===== config.mk =====
export PLATFORM = sky130hd
export DESIGN_NAME = sccb_register_access_master
export DESIGN_NICKNAME = d
export VERILOG_FILES = /design/src/sv/scram_pkg.sv /design/src/sv/sccb_register_access_master.sv /design/src/sv/scram_cfg.sv /design/src/sv/scram_seq.sv
export VERILOG_INCLUDE_DIRS = /design/src /design/src/sv
export SDC_FILE = /design/constraint.sdc
export NUM_CORES = 1
export LEC_CHECK = 0
export CAP_MARGIN = 20
export CORE_UTILIZATION = 52
export DETAILED_ROUTE_END_ITERATION = 7
export DONT_BUFFER_PORTS = 1
export GPL_TIMING_DRIVEN = 0
export PLACE_DENSITY_LB_ADDON = 0.05
export REMOVE_ABC_BUFFERS = 1
export SKIP_CTS_REPAIR_TIMING = 1
export SLEW_MARGIN = 20
export SYNTH_ARGS = -nofsm -noshare
export SYNTH_HDL_FRONTEND = slang
export SYNTH_SLANG_ARGS = --single-unit

===== constraint.sdc =====
create_clock -name clk -period 4.04 [get_ports clk]
set_input_delay 0.808 -clock clk [delete_from_list [all_inputs] [get_ports clk]]
set_output_delay 0.808 -clock clk [all_outputs]
set_load 0.02 [all_outputs]

===== src/sv/sccb_register_access_master_macros.svh =====
// ----------------------------------------------------------------------------
// SCCB register access master: assertion macros
// Shared property wrappers; each expects clk and rst_n in scope.
// ----------------------------------------------------------------------------
`ifndef SCCB_REGISTER_ACCESS_MASTER_MACROS_SVH
`define SCCB_REGISTER_ACCESS_MASTER_MACROS_SVH

// Same-cycle implication, checked outside reset
`define SCRAM_ASSERT_NOW(label, ante, cons, msg) \
  label: assert property (@(posedge clk) disable iff (!rst_n) (ante) |-> (cons)) \
    else $error(msg);

// Next-cycle implication, checked outside reset
`define SCRAM_ASSERT_NEXT(label, ante, cons, msg) \
  label: assert property (@(posedge clk) disable iff (!rst_n) (ante) |=> (cons)) \
    else $error(msg);

`endif


===== src/sv/scram_pkg.sv =====
// ----------------------------------------------------------------------------
// scram_pkg
// Types and constants shared by the SCCB register access master.
// ----------------------------------------------------------------------------
`timescale 1ns / 1ps

package scram_pkg;

  // Request payload: one bus timebase tick
  typedef struct packed {
    logic [1:0]  cmd;
    logic [15:0] reg_address;
    logic [7:0]  write_data;
    logic        sda_sample;
  } in_item_t;

  // Result payload: line state and completion info for one tick
  typedef struct packed {
    logic       scl;
    logic       sda_drive;
    logic       sda_output_enable;
    logic       busy_res;
    logic       done_res;
    logic [2:0] status;
    logic [7:0] read_data;
  } out_item_t;

  // Bus sequencer phases
  typedef enum logic [2:0] {
    PH_IDLE  = 3'd0,
    PH_START = 3'd1,
    PH_WBIT  = 3'd2,
    PH_ACK   = 3'd3,
    PH_STOP  = 3'd4,
    PH_RBIT  = 3'd5,
    PH_NACK  = 3'd6
  } phase_t;

  // Command codes
  localparam logic [1:0] CMD_TICK  = 2'd0;
  localparam logic [1:0] CMD_WRITE = 2'd1;
  localparam logic [1:0] CMD_READ  = 2'd2;

  // Status codes
  localparam logic [2:0] ST_OK        = 3'd0;
  localparam logic [2:0] ST_DEV_NACK  = 3'd1;
  localparam logic [2:0] ST_HIGH_NACK = 3'd2;
  localparam logic [2:0] ST_LOW_NACK  = 3'd3;
  localparam logic [2:0] ST_DATA_NACK = 3'd4;

  // Byte slots in a transaction
  localparam logic [2:0] BYTE_DEV   = 3'd0;
  localparam logic [2:0] BYTE_HIGH  = 3'd1;
  localparam logic [2:0] BYTE_LOW   = 3'd2;
  localparam logic [2:0] BYTE_DATA  = 3'd3;
  localparam logic [2:0] BYTE_RDDEV = 3'd4;

  // Configuration register map
  localparam logic       REG_IDX_DEVICE  = 1'b0;
  localparam logic [7:0] DEV_ADDR_RESET  = 8'd120;
  localparam logic [7:0] DEV_READ_FLAG   = 8'h01;
  localparam logic [7:0] DEV_WRITE_FLAG  = 8'h00;
  localparam logic [7:0] SHIFT_MSB_MASK  = 8'h80;

endpackage


===== src/sv/sccb_register_access_master.sv =====
// ----------------------------------------------------------------------------
// sccb_register_access_master
// SCCB master for 16-bit register addresses, one bus tick per request.
//
//   channel  | ports                               | moves
//   ---------+-------------------------------------+--------------------------
//   input    | in_valid / in_ready / in_data       | one tick: cmd + SDA sample
//   result   | out_valid / out_ready / out_data    | line levels and status
//   config   | psel penable pwrite paddr pwdata .. | device address register
//
// One request per clock while results are taken; a request passes the input
// register, then the sequencer step into the result register.
// Synchronous active-low reset: lines idle high and driven, no request held.
// A stalled result holds; the input register keeps taking requests until it
// is also full, then in_ready drops.
// ----------------------------------------------------------------------------
`timescale 1ns / 1ps

module sccb_register_access_master (
  input  logic                 clk,
  input  logic                 rst_n,
  input  logic                 in_valid,
  output logic                 in_ready,
  input  scram_pkg::in_item_t  in_data,
  output logic                 out_valid,
  input  logic                 out_ready,
  output scram_pkg::out_item_t out_data,
  input  logic                 psel,
  input  logic                 penable,
  input  logic                 pwrite,
  input  logic [2:0]           paddr,
  input  logic [31:0]          pwdata,
  output logic [31:0]          prdata,
  output logic                 pready
);
  import scram_pkg::*;

  logic      s1_valid_r;
  in_item_t  s1_data_r;
  logic      out_valid_r;
  out_item_t out_data_r;
  out_item_t step_res;
  logic      advance;
  logic [7:0] device_address;

  // configuration registers
  scram_cfg u_cfg (
    .clk            (clk),
    .rst_n          (rst_n),
    .psel           (psel),
    .penable        (penable),
    .pwrite         (pwrite),
    .paddr          (paddr),
    .pwdata         (pwdata),
    .prdata         (prdata),
    .pready         (pready),
    .device_address (device_address)
  );

  // stage handshake
  assign advance  = s1_valid_r && (!out_valid_r || out_ready);
  assign in_ready = !s1_valid_r || advance;

  // input register
  always_ff @(posedge clk) begin
    if (!rst_n) begin
      s1_valid_r <= 1'b0;
    end else if (in_ready) begin
      s1_valid_r <= in_valid;
    end
  end

  always_ff @(posedge clk) begin
    if (in_ready && in_valid) begin
      s1_data_r <= in_data;
    end
  end

  // bit sequencer
  scram_seq u_seq (
    .clk            (clk),
    .rst_n          (rst_n),
    .step_en        (advance),
    .item           (s1_data_r),
    .device_address (device_address),
    .res            (step_res)
  );

  // result register
  always_ff @(posedge clk) begin
    if (!rst_n) begin
      out_valid_r <= 1'b0;
    end else if (advance) begin
      out_valid_r <= 1'b1;
    end else if (out_ready) begin
      out_valid_r <= 1'b0;
    end
  end

  always_ff @(posedge clk) begin
    if (advance) begin
      out_data_r <= step_res;
    end
  end

  assign out_valid = out_valid_r;
  assign out_data  = out_data_r;

endmodule


===== src/sv/scram_cfg.sv =====
// ----------------------------------------------------------------------------
// scram_cfg
// APB-style register file holding the SCCB device address.
// ----------------------------------------------------------------------------
`timescale 1ns / 1ps

module scram_cfg (
  input  logic        clk,
  input  logic        rst_n,
  input  logic        psel,
  input  logic        penable,
  input  logic        pwrite,
  input  logic [2:0]  paddr,
  input  logic [31:0] pwdata,
  output logic [31:0] prdata,
  output logic        pready,
  output logic [7:0]  device_address
);
  import scram_pkg::*;

  logic [7:0] dev_addr_r;
  logic       wr_en;
  logic       sel_dev;

  // register index sits above the byte offset
  assign sel_dev = (paddr[2] == REG_IDX_DEVICE);
  assign wr_en   = psel && penable && pwrite && sel_dev;
  assign pready  = 1'b1;

  always_ff @(posedge clk) begin
    if (!rst_n) begin
      dev_addr_r <= DEV_ADDR_RESET;
    end else if (wr_en) begin
      dev_addr_r <= pwdata[7:0];
    end
  end

  // read back; unmapped addresses read zero
  assign prdata         = sel_dev ? {24'd0, dev_addr_r} : 32'd0;
  assign device_address = dev_addr_r;

endmodule


===== src/sv/scram_seq.sv =====
// ----------------------------------------------------------------------------
// scram_seq
// SCCB bit sequencer: advances one waveform step per request.
// ----------------------------------------------------------------------------
`timescale 1ns / 1ps
`include "sccb_register_access_master_macros.svh"

module scram_seq (
  input  logic                 clk,
  input  logic                 rst_n,
  input  logic                 step_en,
  input  scram_pkg::in_item_t  item,
  input  logic [7:0]           device_address,
  output scram_pkg::out_item_t res
);
  import scram_pkg::*;

  phase_t      phase_r,        phase_nxt;
  logic [1:0]  sub_tick_r,     sub_tick_nxt;
  logic [3:0]  bit_count_r,    bit_count_nxt;
  logic [2:0]  byte_index_r,   byte_index_nxt;
  logic [7:0]  shift_out_r,    shift_out_nxt;
  logic [7:0]  shift_in_r,     shift_in_nxt;
  logic [15:0] held_address_r, held_address_nxt;
  logic [7:0]  held_data_r,    held_data_nxt;
  logic        is_read_r,      is_read_nxt;
  logic [2:0]  error_code_r,   error_code_nxt;
  logic        lv_scl_r,       lv_scl_nxt;
  logic        lv_sda_r,       lv_sda_nxt;
  logic        lv_oe_r,        lv_oe_nxt;
  logic        done;

  // byte to send for a given slot
  function automatic logic [7:0] byte_sel(input logic [2:0]  idx,
                                          input logic [7:0]  dev,
                                          input logic [15:0] addr,
                                          input logic [7:0]  data);
    logic [7:0] b;
    case (idx)
      BYTE_DEV:  b = dev | DEV_WRITE_FLAG;
      BYTE_HIGH: b = addr[15:8];
      BYTE_LOW:  b = addr[7:0];
      BYTE_DATA: b = data;
      default:   b = dev | DEV_READ_FLAG;
    endcase
    return b;
  endfunction

  // ack failure code for a byte slot
  function automatic logic [2:0] nack_code(input logic [2:0] idx);
    logic [2:0] c;
    case (idx)
      BYTE_DEV:  c = ST_DEV_NACK;
      BYTE_HIGH: c = ST_HIGH_NACK;
      BYTE_LOW:  c = ST_LOW_NACK;
      default:   c = ST_DATA_NACK;
    endcase
    return c;
  endfunction

  // next state and line levels for one tick
  always_comb begin
    phase_t     ph;
    logic [3:0] bc_inc;
    phase_nxt        = phase_r;
    sub_tick_nxt     = sub_tick_r;
    bit_count_nxt    = bit_count_r;
    byte_index_nxt   = byte_index_r;
    shift_out_nxt    = shift_out_r;
    shift_in_nxt     = shift_in_r;
    held_address_nxt = held_address_r;
    held_data_nxt    = held_data_r;
    is_read_nxt      = is_read_r;
    error_code_nxt   = error_code_r;
    lv_scl_nxt       = lv_scl_r;
    lv_sda_nxt       = lv_sda_r;
    lv_oe_nxt        = lv_oe_r;
    done             = 1'b0;

    // a command in idle starts on this same tick
    if (phase_r == PH_IDLE && (item.cmd == CMD_WRITE || item.cmd == CMD_READ)) begin
      held_address_nxt = item.reg_address;
      held_data_nxt    = item.write_data;
      is_read_nxt      = (item.cmd == CMD_READ);
      error_code_nxt   = ST_OK;
      shift_in_nxt     = 8'd0;
      byte_index_nxt   = BYTE_DEV;
      bit_count_nxt    = 4'd0;
      sub_tick_nxt     = 2'd0;
      phase_nxt        = PH_START;
    end

    ph     = phase_nxt;
    bc_inc = bit_count_nxt + 4'd1;

    unique case (ph)
      PH_IDLE: begin
        // lines hold their levels
      end
      PH_START: begin
        lv_oe_nxt  = 1'b1;
        lv_scl_nxt = 1'b1;
        if (sub_tick_nxt == 2'd0) begin
          lv_sda_nxt   = 1'b1;
          sub_tick_nxt = 2'd1;
        end else begin
          lv_sda_nxt    = 1'b0;
          shift_out_nxt = byte_sel(byte_index_nxt, device_address,
                                   held_address_nxt, held_data_nxt);
          bit_count_nxt = 4'd0;
          sub_tick_nxt  = 2'd0;
          phase_nxt     = PH_WBIT;
        end
      end
      PH_WBIT: begin
        lv_oe_nxt  = 1'b1;
        lv_sda_nxt = |(shift_out_nxt & SHIFT_MSB_MASK);
        if (sub_tick_nxt == 2'd0) begin
          lv_scl_nxt   = 1'b0;
          sub_tick_nxt = 2'd1;
        end else begin
          lv_scl_nxt    = 1'b1;
          sub_tick_nxt  = 2'd0;
          shift_out_nxt = {shift_out_nxt[6:0], 1'b0};
          bit_count_nxt = bc_inc;
          if (bc_inc[3]) begin
            bit_count_nxt = 4'd0;
            phase_nxt     = PH_ACK;
          end
        end
      end
      PH_ACK: begin
        lv_oe_nxt = 1'b0;
        if (sub_tick_nxt == 2'd0) begin
          lv_scl_nxt   = 1'b0;
          sub_tick_nxt = 2'd1;
        end else begin
          lv_scl_nxt   = 1'b1;
          sub_tick_nxt = 2'd0;
          if (item.sda_sample) begin
            error_code_nxt = nack_code(byte_index_nxt);
          end
          if (byte_index_nxt == BYTE_RDDEV) begin
            shift_in_nxt  = 8'd0;
            bit_count_nxt = 4'd0;
            phase_nxt     = PH_RBIT;
          end else if (byte_index_nxt == BYTE_DEV || byte_index_nxt == BYTE_HIGH ||
                       (byte_index_nxt == BYTE_LOW && !is_read_nxt)) begin
            // move on to the next byte
            byte_index_nxt = byte_index_nxt + 3'd1;
            shift_out_nxt  = byte_sel(byte_index_nxt, device_address,
                                      held_address_nxt, held_data_nxt);
            bit_count_nxt  = 4'd0;
            phase_nxt      = PH_WBIT;
          end else begin
            byte_index_nxt = BYTE_DATA;
            phase_nxt      = PH_STOP;
          end
        end
      end
      PH_RBIT: begin
        lv_oe_nxt = 1'b0;
        if (sub_tick_nxt == 2'd0) begin
          lv_scl_nxt   = 1'b0;
          sub_tick_nxt = 2'd1;
        end else begin
          lv_scl_nxt    = 1'b1;
          sub_tick_nxt  = 2'd0;
          shift_in_nxt  = {shift_in_nxt[6:0], item.sda_sample};
          bit_count_nxt = bc_inc;
          if (bc_inc[3]) begin
            bit_count_nxt = 4'd0;
            phase_nxt     = PH_NACK;
          end
        end
      end
      PH_NACK: begin
        lv_oe_nxt  = 1'b1;
        lv_sda_nxt = 1'b1;
        if (sub_tick_nxt == 2'd0) begin
          lv_scl_nxt   = 1'b0;
          sub_tick_nxt = 2'd1;
        end else begin
          lv_scl_nxt   = 1'b1;
          sub_tick_nxt = 2'd0;
          phase_nxt    = PH_STOP;
        end
      end
      PH_STOP: begin
        lv_oe_nxt = 1'b1;
        if (sub_tick_nxt == 2'd0) begin
          lv_scl_nxt   = 1'b0;
          lv_sda_nxt   = 1'b0;
          sub_tick_nxt = 2'd1;
        end else if (sub_tick_nxt == 2'd1) begin
          lv_scl_nxt   = 1'b1;
          lv_sda_nxt   = 1'b0;
          sub_tick_nxt = 2'd2;
        end else begin
          lv_scl_nxt   = 1'b1;
          lv_sda_nxt   = 1'b1;
          sub_tick_nxt = 2'd0;
          // a read restarts after the address part
          if (is_read_nxt && byte_index_nxt == BYTE_DATA) begin
            byte_index_nxt = BYTE_RDDEV;
            phase_nxt      = PH_START;
          end else begin
            phase_nxt = PH_IDLE;
            done      = 1'b1;
          end
        end
      end
      default: begin
        phase_nxt    = PH_IDLE;
        sub_tick_nxt = 2'd0;
        lv_scl_nxt   = 1'b1;
        lv_sda_nxt   = 1'b1;
        lv_oe_nxt    = 1'b1;
      end
    endcase
  end

  // result for this tick
  always_comb begin
    res.scl               = lv_scl_nxt;
    res.sda_drive         = lv_sda_nxt;
    res.sda_output_enable = lv_oe_nxt;
    res.busy_res          = (phase_nxt != PH_IDLE);
    res.done_res          = done;
    res.status            = done ? error_code_nxt : ST_OK;
    res.read_data         = (done && is_read_nxt) ? shift_in_nxt : 8'd0;
  end

  // state registers advance once per accepted tick
  always_ff @(posedge clk) begin
    if (!rst_n) begin
      phase_r        <= PH_IDLE;
      sub_tick_r     <= 2'd0;
      bit_count_r    <= 4'd0;
      byte_index_r   <= BYTE_DEV;
      shift_out_r    <= 8'd0;
      shift_in_r     <= 8'd0;
      held_address_r <= 16'd0;
      held_data_r    <= 8'd0;
      is_read_r      <= 1'b0;
      error_code_r   <= ST_OK;
      lv_scl_r       <= 1'b1;
      lv_sda_r       <= 1'b1;
      lv_oe_r        <= 1'b1;
    end else if (step_en) begin
      phase_r        <= phase_nxt;
      sub_tick_r     <= sub_tick_nxt;
      bit_count_r    <= bit_count_nxt;
      byte_index_r   <= byte_index_nxt;
      shift_out_r    <= shift_out_nxt;
      shift_in_r     <= shift_in_nxt;
      held_address_r <= held_address_nxt;
      held_data_r    <= held_data_nxt;
      is_read_r      <= is_read_nxt;
      error_code_r   <= error_code_nxt;
      lv_scl_r       <= lv_scl_nxt;
      lv_sda_r       <= lv_sda_nxt;
      lv_oe_r        <= lv_oe_nxt;
    end
  end

  // checks
  `SCRAM_ASSERT_NOW(a_done_not_busy, step_en && res.done_res, !res.busy_res, "done while busy")
  `SCRAM_ASSERT_NEXT(a_done_to_idle, step_en && res.done_res, phase_r == PH_IDLE, "done not idle")
  `SCRAM_ASSERT_NOW(a_subtick_range, phase_r != PH_STOP, sub_tick_r <= 2'd1, "sub tick overrun")
  `SCRAM_ASSERT_NOW(a_bitcount_range, 1'b1, bit_count_r <= 4'd7, "bit count overrun")
  `SCRAM_ASSERT_NOW(a_released_in_rx, phase_r == PH_RBIT || phase_r == PH_ACK,
                    !lv_oe_r || sub_tick_r == 2'd0, "sda driven during receive")

endmodule


==> metrics, run 1 <==
number of nets at the end of the flow approximately 660; number of enable flip-flop cells after synthesis 43; library cell used as clock root buffer sky130_fd_sc_hd__clkbuf_8; total standard cell area after synthesis about 5700 um^2; total number of vias roughly 4.4k; most instantiated flip-flop cell in the synthesis netlist sky130_fd_sc_hd__dfxtp_1; initial antenna violation count 0; # Max-Cap Violations 0; maximum number of pins on one net before global-route repair 40; placed cell areas 5590 um^2; setup repair after global routing missed its margin no; fmax about 290 MHz; number of design rule violations left after detail routing 0; power per unit of standard cell area ~370 nW/um^2; result of the run complete, no violations; endpoint kind of the worst setup timing path flip-flop; Startpoint Class flip-flop; global-route wire length before repair roughly 21 mm; routed wirelength normalized by instance count roughly 18 um; average vias per placed instance 6.09; overall routing resource usage between 20% and 30%; Max transition margin between 30% and 40%; met1 track demand over resource in global routing between 30% and 40%; Site Rows 37; Avg Synthesized Cell Area ~9.2 um^2; VDD IR-drop max between 0.3 and 0.4 mV; post-route setup TNS 0 ps; share of final-layout standard cells stronger than drive strength 1 around 7.6%; worst setup skew after layout between 8 and 9 ps; number of search-and-repair iterations in the first detailed-routing pass 5; Initial Util 54.5%; endpoints failing hold 0; met2 capacity usage during global routing 39.6%; Sink Count between 100 and 150; number of global-route vias before repair 4062; post-synthesis to final-layout area growth 1.03%; synthesis warning total 0; data arrival time of the critical path 3690 ps; Leakage Power between 1.5 and 2 nW; total of flip-flops plus latches after synthesis between 100 and 150; data required time of the critical path about 4300 ps; final worst path period need about 3400 ps; Final Cycle Share approximately 84%; type of the setup path with the least slack reg2reg; sequential-to-total area share from yosys stat 46.9%; clock input transition at the sequential cells of the worst setup and hold paths ~100 ps; remaining antenna violation count after routing 0; final setup vio count 0; H-tree levels 3; total non-filler cell area in the finished layout ~5800 um^2; port bufs 0; TritonCTS clock tree done; Mapped Cells around 620; Placer Congestion between 0.8 and 0.9; Die Footprint roughly 11000 um^2; Worst-Margin Slew between 900 and 1000 ps; floorplan core area ~10000 um^2; proportion of synthesized flip-flops having asynchronous set or reset 0%; count of distinct cell types in the synthesized netlist 71; count of antenna diodes in the layout 0; number of top-level pins between 100 and 150; aggregate global routing overflow 0; overall die height about 110 um; maximum fanout along the worst path 27; worst min path class reg2reg; number of max-slew violations in the final report 0; busiest grt layer met2; total CTS buffers 9; HPWL Detailed approximately 9.0 mm; maximum root-to-sink buffer count 2; Die Span X approximately 110 um; met3 layer usage reported by global route 4.26%; overall routed net length roughly 13 mm; drt first-iter violations around 250; latest clock arrival within the worst-skew pair between 300 and 400 ps
-- per-layer routing --
metal	wire (um)	share of wire [%]
met5	0	0
met4	433	3.3
met3	537	4.1
met2	6310	48
met1	5770	44
-- cells in the final DEF (no fill, tap or decap), types with 9 or more instances in the layout --
cell type / netlist / layout
sky130_fd_sc_hd__nor3_1: 9 / 9
sky130_fd_sc_hd__nand2_1: 98 / 98
sky130_fd_sc_hd__edfxtp_1: 43 / 43
sky130_fd_sc_hd__mux2_2: 9 / 9
sky130_fd_sc_hd__nand2b_1: 9 / 9
sky130_fd_sc_hd__a22oi_1: 10 / 10
sky130_fd_sc_hd__dfxtp_1: 69 / 68
sky130_fd_sc_hd__a31oi_1: 12 / 12
sky130_fd_sc_hd__nand3_1: 20 / 20
sky130_fd_sc_hd__nor2b_1: 11 / 10
sky130_fd_sc_hd__inv_1: 11 / 10
sky130_fd_sc_hd__conb_1: 2 / 25
sky130_fd_sc_hd__o21ai_0: 27 / 27
sky130_fd_sc_hd__clkbuf_8: 0 / 9
sky130_fd_sc_hd__a21oi_1: 55 / 55
sky130_fd_sc_hd__nor2_1: 38 / 38
sky130_fd_sc_hd__a22o_1: 9 / 9
-- critical path: stages, from the launching register on --
cell,delay [ps]
sky130_fd_sc_hd__dfxtp_2,670
sky130_fd_sc_hd__or2_2,230
sky130_fd_sc_hd__nor2_1,40
sky130_fd_sc_hd__or2_2,320
sky130_fd_sc_hd__inv_1,90
sky130_fd_sc_hd__ha_1,350
sky130_fd_sc_hd__nor2b_1,650
sky130_fd_sc_hd__a21oi_1,200
sky130_fd_sc_hd__a211oi_1,340
sky130_fd_sc_hd__o21ai_1,130
sky130_fd_sc_hd__a311oi_1,280
-- sequential cells by signal (all words and copies together), names as in the netlist, 2 cells and up --
name,flops
s1_data_r,27
u_cfg.device_address,8
u_seq.error_code_r,3
u_seq.bit_count_r,4
u_seq.sub_tick_r,2
u_seq.byte_index_r,3
u_seq.phase_r,3
u_seq.held_data_r,8
u_seq.held_address_r,16
out_data,16
u_seq.shift_out_r,8
u_seq.shift_in_r,8
-- cell usage after synthesis (10+ instances only) --
| library cell | number | area share (%) |
|---|---|---|
| sky130_fd_sc_hd__a21oi_1 | 55 | 4.8 |
| sky130_fd_sc_hd__a22oi_1 | 10 | 1.3 |
| sky130_fd_sc_hd__a31oi_1 | 12 | 1.3 |
| sky130_fd_sc_hd__buf_4 | 27 | 3.6 |
| sky130_fd_sc_hd__clkbuf_1 | 27 | 1.8 |
| sky130_fd_sc_hd__dfxtp_1 | 69 | 24 |
| sky130_fd_sc_hd__edfxtp_1 | 43 | 23 |
| sky130_fd_sc_hd__inv_1 | 11 | 0.72 |
| sky130_fd_sc_hd__nand2_1 | 98 | 6.5 |
| sky130_fd_sc_hd__nand3_1 | 20 | 1.8 |
| sky130_fd_sc_hd__nor2_1 | 38 | 2.5 |
| sky130_fd_sc_hd__nor2b_1 | 11 | 1.2 |
| sky130_fd_sc_hd__o21ai_0 | 27 | 2.4 |
-- final cells by class --
cell class | count | area (um^2)
clock inverter | 6 | 41.3
sequential | 112 | 2670
inverter | 11 | 41.3
multi-input combinational | 451 | 2660
timing repair buffer | 3 | 41.3
fill | 953 | 4700
tap | 136 | 170
clock buffer | 10 | 128
-- where the power goes --
part	total [mW]	switching, mW	internal (mW)	leakage, nW
combinational	0.238	0.162	0.0758	0.906
clock	0.618	0.390	0.228	0.0912
sequential	1.26	0.0391	1.22	0.966
-- metrics by stage --
step | setup slack, ps | instances | hold WS (ps) | power [mW] | util (%)
4_1_cts | 253 | 729 | 476 | 2.13 | 55.0
2_1_floorplan | 1070 | 574 | 438 | 1.45 | -
5_1_grt | 331 | 729 | 468 | 2.20 | 55.0
6_report | 646 | 729 | 476 | 2.11 | 55.0
3_3_place_gp | 219 | 710 | 453 | 1.51 | 53.0
3_5_place_dp | 241 | 713 | 459 | 1.52 | 53.4
-- cell families (layout without fill, tap and decap cells) --
family	count (synthesis)	count (layout)	share of synthesized area, %
fa+ha+maj	7	7	1.54
flops	112	112	46.9
xor+xnor	2	2	0.307
compound gates	178	178	20.8
other cells	2	25	0.132
simple gates	221	221	18.8
mux	18	18	3.58
buf+inv	81	30	7.97
-- worst paths after layout --
check,start,endpoint,slack [ps],cells past startpoint
worst max register to register,u_seq.phase_r[2],u_seq.bit_count_r[2],650,10
worst min-delay path,u_seq.held_address_r[13],u_seq.held_address_r[13],480,2
worst max-delay path,u_seq.phase_r[2],u_seq.bit_count_r[2],650,10
worst min register to register,u_seq.held_address_r[13],u_seq.held_address_r[13],480,2
No activity file was read; power rests on OpenSTA's default activity.
==> run 2: changes to the inputs <==
==> constraint.sdc (replaced) <==
create_clock -name clk -period 3.15 [get_ports clk]
set_input_delay 0.63 -clock clk [delete_from_list [all_inputs] [get_ports clk]]
set_output_delay 0.63 -clock clk [all_outputs]
set_load 0.02 [all_outputs]
==> metrics, run 2 (synthesized netlist as in run 1, its figures left out) <==
maximum root-to-sink buffer count 2; overall routing resource usage about 24%; start point of the critical path s1_data_r[26]; total CTS buffers 9; R2R setup slack about 170 ps; worst setup skew after layout roughly 9.0 ps; # Max-Cap Violations 0; net switching share of the total power approximately 28%; Final Cycle Share between 90% and 100%; startpoint of the worst register-to-register path s1_data_r[26]; post-route setup TNS 0 ps; post-synthesis to final-layout area growth 2.15%; TritonCTS clock tree done; cell-internal power 1.95 mW; result of the run complete, no violations; Sink Count between 100 and 150; floorplan core area between 10000 and 15000 um^2; type of the setup path with the least slack reg2reg; final worst path period need between 2000 and 3000 ps; Setup crit end out_data[2]; setup repair after global routing missed its margin no; register ranked first by flip-flop count s1_data_r; drt first-iter violations roughly 250; power per unit of standard cell area approximately 470 nW/um^2; average vias per placed instance between 6 and 7; number of top-level pins 120; overall die height 107 um; port bufs 0; library cell used as clock root buffer sky130_fd_sc_hd__clkbuf_8; Worst-Margin Slew between 900 and 1000 ps; Max transition margin 39.9%; clock input transition at the sequential cells of the worst setup and hold paths approximately 100 ps; Leakage Power 1.98 nW; endpoint kind of the worst setup timing path flip-flop; count of antenna diodes in the layout 0; initial antenna violation count 0; fill cell total of the finished layout ~950; total number of vias roughly 4.4k; Die Footprint between 10000 and 15000 um^2; stage delay of the slowest cell on the critical path roughly 670 ps; chain of cells forming the critical path ha_1 > or4_4 > nand2_1 > ha_2 > inv_1 > o21bai_4 > or3b_2 > nor2_1; Layout Utilization between 50% and 60%; maximum number of pins on one net before global-route repair 40; Initial Util a little over half; leading cell types in the layout, fill and taps excluded 98 x sky130_fd_sc_hd__nand2_1, 68 x sky130_fd_sc_hd__dfxtp_1, 55 x sky130_fd_sc_hd__a21oi_1; number of search-and-repair iterations in the first detailed-routing pass 5; final setup vio count 0; data required time of the critical path approximately 3300 ps; Slowest cell on crit path sky130_fd_sc_hd__or4_4; share of final-layout standard cells stronger than drive strength 1 under 10%; part of the power in combinational logic 11.3%; data arrival time of the critical path 3130 ps; portion of total power attributed to the clock network between 20% and 30%; number of nets at the end of the flow 667; post-route setup slack 174 ps; worst min path class in2reg; maximum fanout along the worst path 39; Die Span X 107 um; remaining antenna violation count after routing 0; Site Rows 37; HPWL Detailed around 9.0 mm; worst flop-to-flop path endpoint out_data[2]; latest clock arrival within the worst-skew pair roughly 400 ps; routed wirelength normalized by instance count 18.0 um; VDD IR-drop max between 0.4 and 0.5 mV; endpoints failing hold 0; number of flip-flops in the largest register 27; number of max-slew violations in the final report 0; overall routed net length between 10 and 15 mm; H-tree levels 3; Placer Congestion slightly below 0.9; worst hold-check slack just over 300 ps; leading cell type in the layout, fill and taps excluded sky130_fd_sc_hd__nand2_1; global-route wire length before repair between 20 and 25 mm; number of design rule violations left after detail routing 0; worst setup slack before clock tree synthesis -649 ps; Hold Path Origin rst_n; net switching power figure ~760 uW; Sequential Power Share 59.3%; Startpoint Class flip-flop; Reg2Reg Depth 8; number of global-route vias before repair a little over 4k; fmax roughly 340 MHz; aggregate global routing overflow 0
[run 2: cell count changes in the layout (fill, tap and decap cells not counted)]
cell,change
sky130_fd_sc_hd__buf_4,+3
sky130_fd_sc_hd__ha_1,-3
sky130_fd_sc_hd__ha_2,+3
sky130_fd_sc_hd__nor2b_4,+2
sky130_fd_sc_hd__dfxtp_2,-1
sky130_fd_sc_hd__dfxtp_4,+1
sky130_fd_sc_hd__nand2b_1,-1
sky130_fd_sc_hd__nand2b_4,+1
sky130_fd_sc_hd__nor2b_1,-1
sky130_fd_sc_hd__nor2b_2,-1
sky130_fd_sc_hd__o21ai_1,-1
sky130_fd_sc_hd__o21ai_2,+1
sky130_fd_sc_hd__o21bai_2,-1
sky130_fd_sc_hd__o21bai_4,+1
[run 2: stage by stage]
step	std cells	cell area, um^2	power [mW]
CTS	729	5760	2.73
floorplan	574	5370	1.86
global route	732	5820	2.83
detailed placement	713	5590	1.95
global placement	710	5540	1.93
finish	732	5820	2.72
[run 2: power by group through the flow]
stage / Combinational [mW] / Sequential [mW] / Clock (mW)
global route: 0.337 / 1.62 / 0.873
CTS: 0.305 / 1.61 / 0.816
floorplan: 0.231 / 1.63 / 0
global placement: 0.290 / 1.64 / 0
finish: 0.307 / 1.61 / 0.798
detailed placement: 0.304 / 1.64 / 0
[run 2: layout make-up]
class / count / area [um^2] / area share, %
Clock inverter: 6 / 41.3 / 0.709
Timing Repair Buffer: 6 / 63.8 / 1.10
Sequential cell: 112 / 2680 / 46.0
Tap cell: 136 / 170 / 2.92
Clock buffer: 10 / 128 / 2.19
Inverter: 11 / 41.3 / 0.709
Multi-Input combinational cell: 451 / 2700 / 46.4
[run 2: worst min path at each step]
stage	slack, ps	to	depth (start not counted)
floorplan	440	u_seq.lv_scl_r	2
global placement	450	u_seq.held_address_r[9]	2
detailed placement	460	u_seq.lv_scl_r	2
CTS	300	u_cfg.device_address[4]	1
global route	290	u_cfg.device_address[4]	1
finish	310	u_seq.lv_scl_r	1
[run 2: metal layers]
layer / global-route usage [%] / wire length, um / vias to the layer above
met5: 0 / 0 / -
met4: 12.4 / 415 / 0
met3: 4.26 / 486 / 25
met2: 39.6 / 6340 / 146
met1: 30.2 / 5910 / 2109
li1: - / - / 2164
[run 2: critical path: cells and delay by family, from the launching register on]
kind	cells	cell delay [ps]
flip-flops	1	380
buffers and inverters	1	170
adder cells (fa/ha/maj)	2	700
AND/OR/NAND/NOR	4	1220
AO/OA/AOI/OAI	1	250
==> run 3: changes to the inputs <==
--- a/config.mk
+++ b/config.mk
@@ -6,6 +6,7 @@
 export SDC_FILE = /design/constraint.sdc
 export NUM_CORES = 1
 export LEC_CHECK = 0
+export ABC_AREA = 1
 export CAP_MARGIN = 20
 export CORE_UTILIZATION = 52
 export DETAILED_ROUTE_END_ITERATION = 7
==> metrics, run 3 <==
endpoint kind of the worst setup timing path flip-flop; startpoint of the worst register-to-register path s1_data_r[25]; VDD IR-drop max approximately 0.57 mV; leading cell type in the layout, fill and taps excluded sky130_fd_sc_hd__nand2_1; drt first-iter violations between 300 and 400; part of the power in combinational logic about a fifth; Sink Count 112; R2R setup slack 230 ps; overall die height roughly 110 um; total number of vias 5357; count of antenna diodes in the layout 0; leading cell types in the layout, fill and taps excluded 188 x sky130_fd_sc_hd__nand2_1, 128 x sky130_fd_sc_hd__inv_1, 78 x sky130_fd_sc_hd__o21ai_0; H-tree levels 3; start point of the critical path s1_data_r[25]; leading post-synthesis cells by instance count 190 x sky130_fd_sc_hd__nand2_1, 134 x sky130_fd_sc_hd__inv_1, 78 x sky130_fd_sc_hd__o21ai_0, 75 x sky130_fd_sc_hd__a21oi_1, 69 x sky130_fd_sc_hd__dfxtp_1; cell type contributing the most total cell area after synthesis sky130_fd_sc_hd__dfxtp_1; TritonCTS clock tree done; # Max-Cap Violations 0; final worst path period need ~2900 ps; Worst-Margin Slew between 1000 and 1500 ps; total non-filler cell area in the finished layout 6630 um^2; final setup vio count 0; sequential-to-total area share from yosys stat between 40% and 50%; number of flip-flops in the largest register 27; Sequential Power Share a little under 50%; Overall Power between 3 and 4 mW; number of global-route vias before repair 4881; portion of total power attributed to the clock network between 30% and 40%; global-route wire length before repair ~24 mm; port bufs 0; number of top-level pins 120; Placer Congestion approximately 0.90; post-route setup TNS 0 ps; share of final-layout standard cells stronger than drive strength 1 under 10%; latest clock arrival within the worst-skew pair ~370 ps; maximum number of pins on one net before global-route repair 47; leading post-synthesis cells by cell area sky130_fd_sc_hd__dfxtp_1 22%, sky130_fd_sc_hd__edfxtp_1 21%, sky130_fd_sc_hd__nand2_1 12%; Layout Utilization between 50% and 60%; total standard cell area after synthesis a little over 6000 um^2; power per unit of standard cell area roughly 520 nW/um^2; overall routing resource usage 25.1%; Max transition margin between 20 and 30%; total CTS buffers 9; endpoints failing hold 0; type of the setup path with the least slack reg2reg; count of distinct cell types in the synthesized netlist 45; proportion of synthesized flip-flops having asynchronous set or reset 0%; number of max-slew violations in the final report 0; aggregate global routing overflow 0; net switching share of the total power a little under a third; top-area cell type share of the netlist area between 20% and 30%; maximum fanout along the worst path 23; Avg Synthesized Cell Area 7.41 um^2; number of design rule violations left after detail routing 0; overall routed net length ~15 mm; clock input transition at the sequential cells of the worst setup and hold paths roughly 80 ps; Initial Util a little over half; total of flip-flops plus latches after synthesis 112; HPWL Detailed 10.4 mm; Startpoint Class flip-flop; number of nets at the end of the flow approximately 900; Leakage Power ~3 nW; worst flop-to-flop path endpoint u_seq.shift_out_r[1]; worst setup skew after layout ~9.1 ps; placed cell areas between 6000 and 7000 um^2; register ranked first by flip-flop count s1_data_r; cell-internal power about 2.3 mW; fmax 343 MHz; Die Footprint 12300 um^2; Site Rows 39; data arrival time of the critical path roughly 3200 ps; synthesis warning total 0; Final Cycle Share 92.6%; routed wirelength normalized by instance count 15.7 um; initial antenna violation count 0; most frequent cell after synthesis sky130_fd_sc_hd__nand2_1; floorplan core area 11500 um^2; Setup crit end u_seq.shift_out_r[1]; Die Span X between 100 and 150 um; data required time of the critical path approximately 3400 ps; remaining antenna violation count after routing 0; most instantiated flip-flop cell in the synthesis netlist sky130_fd_sc_hd__dfxtp_1; worst min path class in2reg; library cell used as clock root buffer sky130_fd_sc_hd__clkbuf_16; net switching power figure between 1 and 1.5 mW; average vias per placed instance about 5.5; number of enable flip-flop cells after synthesis 43; result of the run complete, no violations; setup repair after global routing missed its margin no; Reg2Reg Depth 16; post-synthesis to final-layout area growth 7.42%; maximum root-to-sink buffer count 2; Mapped Cells approximately 830; number of search-and-repair iterations in the first detailed-routing pass 5
run 3: power by group through the flow:
stage,combinational (mW),sequential (mW),clock (mW)
after global placement,0.574,1.68,0
after detailed placement,0.594,1.69,0
after global routing,0.735,1.66,1.21
after CTS,0.597,1.65,1.15
final,0.653,1.65,1.13
after floorplan,0.450,1.67,0
run 3: logic make-up after synthesis:
kind of cell / after synthesis / share of synthesized area [%]
fa+ha+maj: 7 / 1.42
simple gates: 285 / 19.6
flops: 112 / 43.3
xor+xnor: 1 / 0.142
compound gates: 227 / 20.9
other cells: 2 / 0.122
buf+inv: 199 / 14.5
run 3: critical path, cell delays in order (launching register included):
cell and delay (ps):
sky130_fd_sc_hd__edfxtp_1 370, sky130_fd_sc_hd__inv_1 70, sky130_fd_sc_hd__ha_2 320, sky130_fd_sc_hd__nor2_8 170, sky130_fd_sc_hd__nand2_8 180, sky130_fd_sc_hd__nand2_2 160, sky130_fd_sc_hd__ha_1 160, sky130_fd_sc_hd__inv_1 70
sky130_fd_sc_hd__nor2_4 140, sky130_fd_sc_hd__clkinvlp_4 180, sky130_fd_sc_hd__buf_4 170, sky130_fd_sc_hd__a211oi_2 280, sky130_fd_sc_hd__o21ai_4 150, sky130_fd_sc_hd__inv_2 150, sky130_fd_sc_hd__o21ai_1 90, sky130_fd_sc_hd__nor2_1 100
sky130_fd_sc_hd__a21oi_1 60
run 3: routing by layer:
| layer | GRT usage (%) | part of all wire [%] |
|---|---|---|
| met3 | 4.43 | 4.7 |
| met4 | 7.82 | 1.6 |
| met2 | 42.5 | 48 |
| met1 | 32.7 | 45 |
| met5 | 0 | 0 |
run 3: final cells by class:
class,instances,area [um^2]
flip-flops and latches,112,2670
clock inverters,6,61.3
inverters,138,538
multi-input cells,546,2720
well taps,143,179
repair buffers,20,228
clock buffers,10,229
fillers,1069,4840
run 3: how the worst min path moves through the flow:
| stage | startpoint | end | cells past startpoint |
|---|---|---|---|
| floorplan | u_seq.bit_count_r[3] | u_seq.bit_count_r[3] | 2 |
| global placement | u_seq.bit_count_r[3] | u_seq.bit_count_r[3] | 2 |
| detailed placement | u_seq.bit_count_r[3] | u_seq.bit_count_r[3] | 2 |
| CTS | in_data[8] | s1_data_r[8] | 0 |
| global route | in_data[23] | s1_data_r[23] | 0 |
| finish | in_data[17] | s1_data_r[17] | 0 |
run 3: metrics by stage:
stage	worst slack [ps]	cells	hold slack, ps
final	233	975	352
after global routing	29.4	975	338
after CTS	-489	957	346
after detailed placement	-422	941	428
after global placement	-1190	938	421
after floorplan	-85.0	795	412
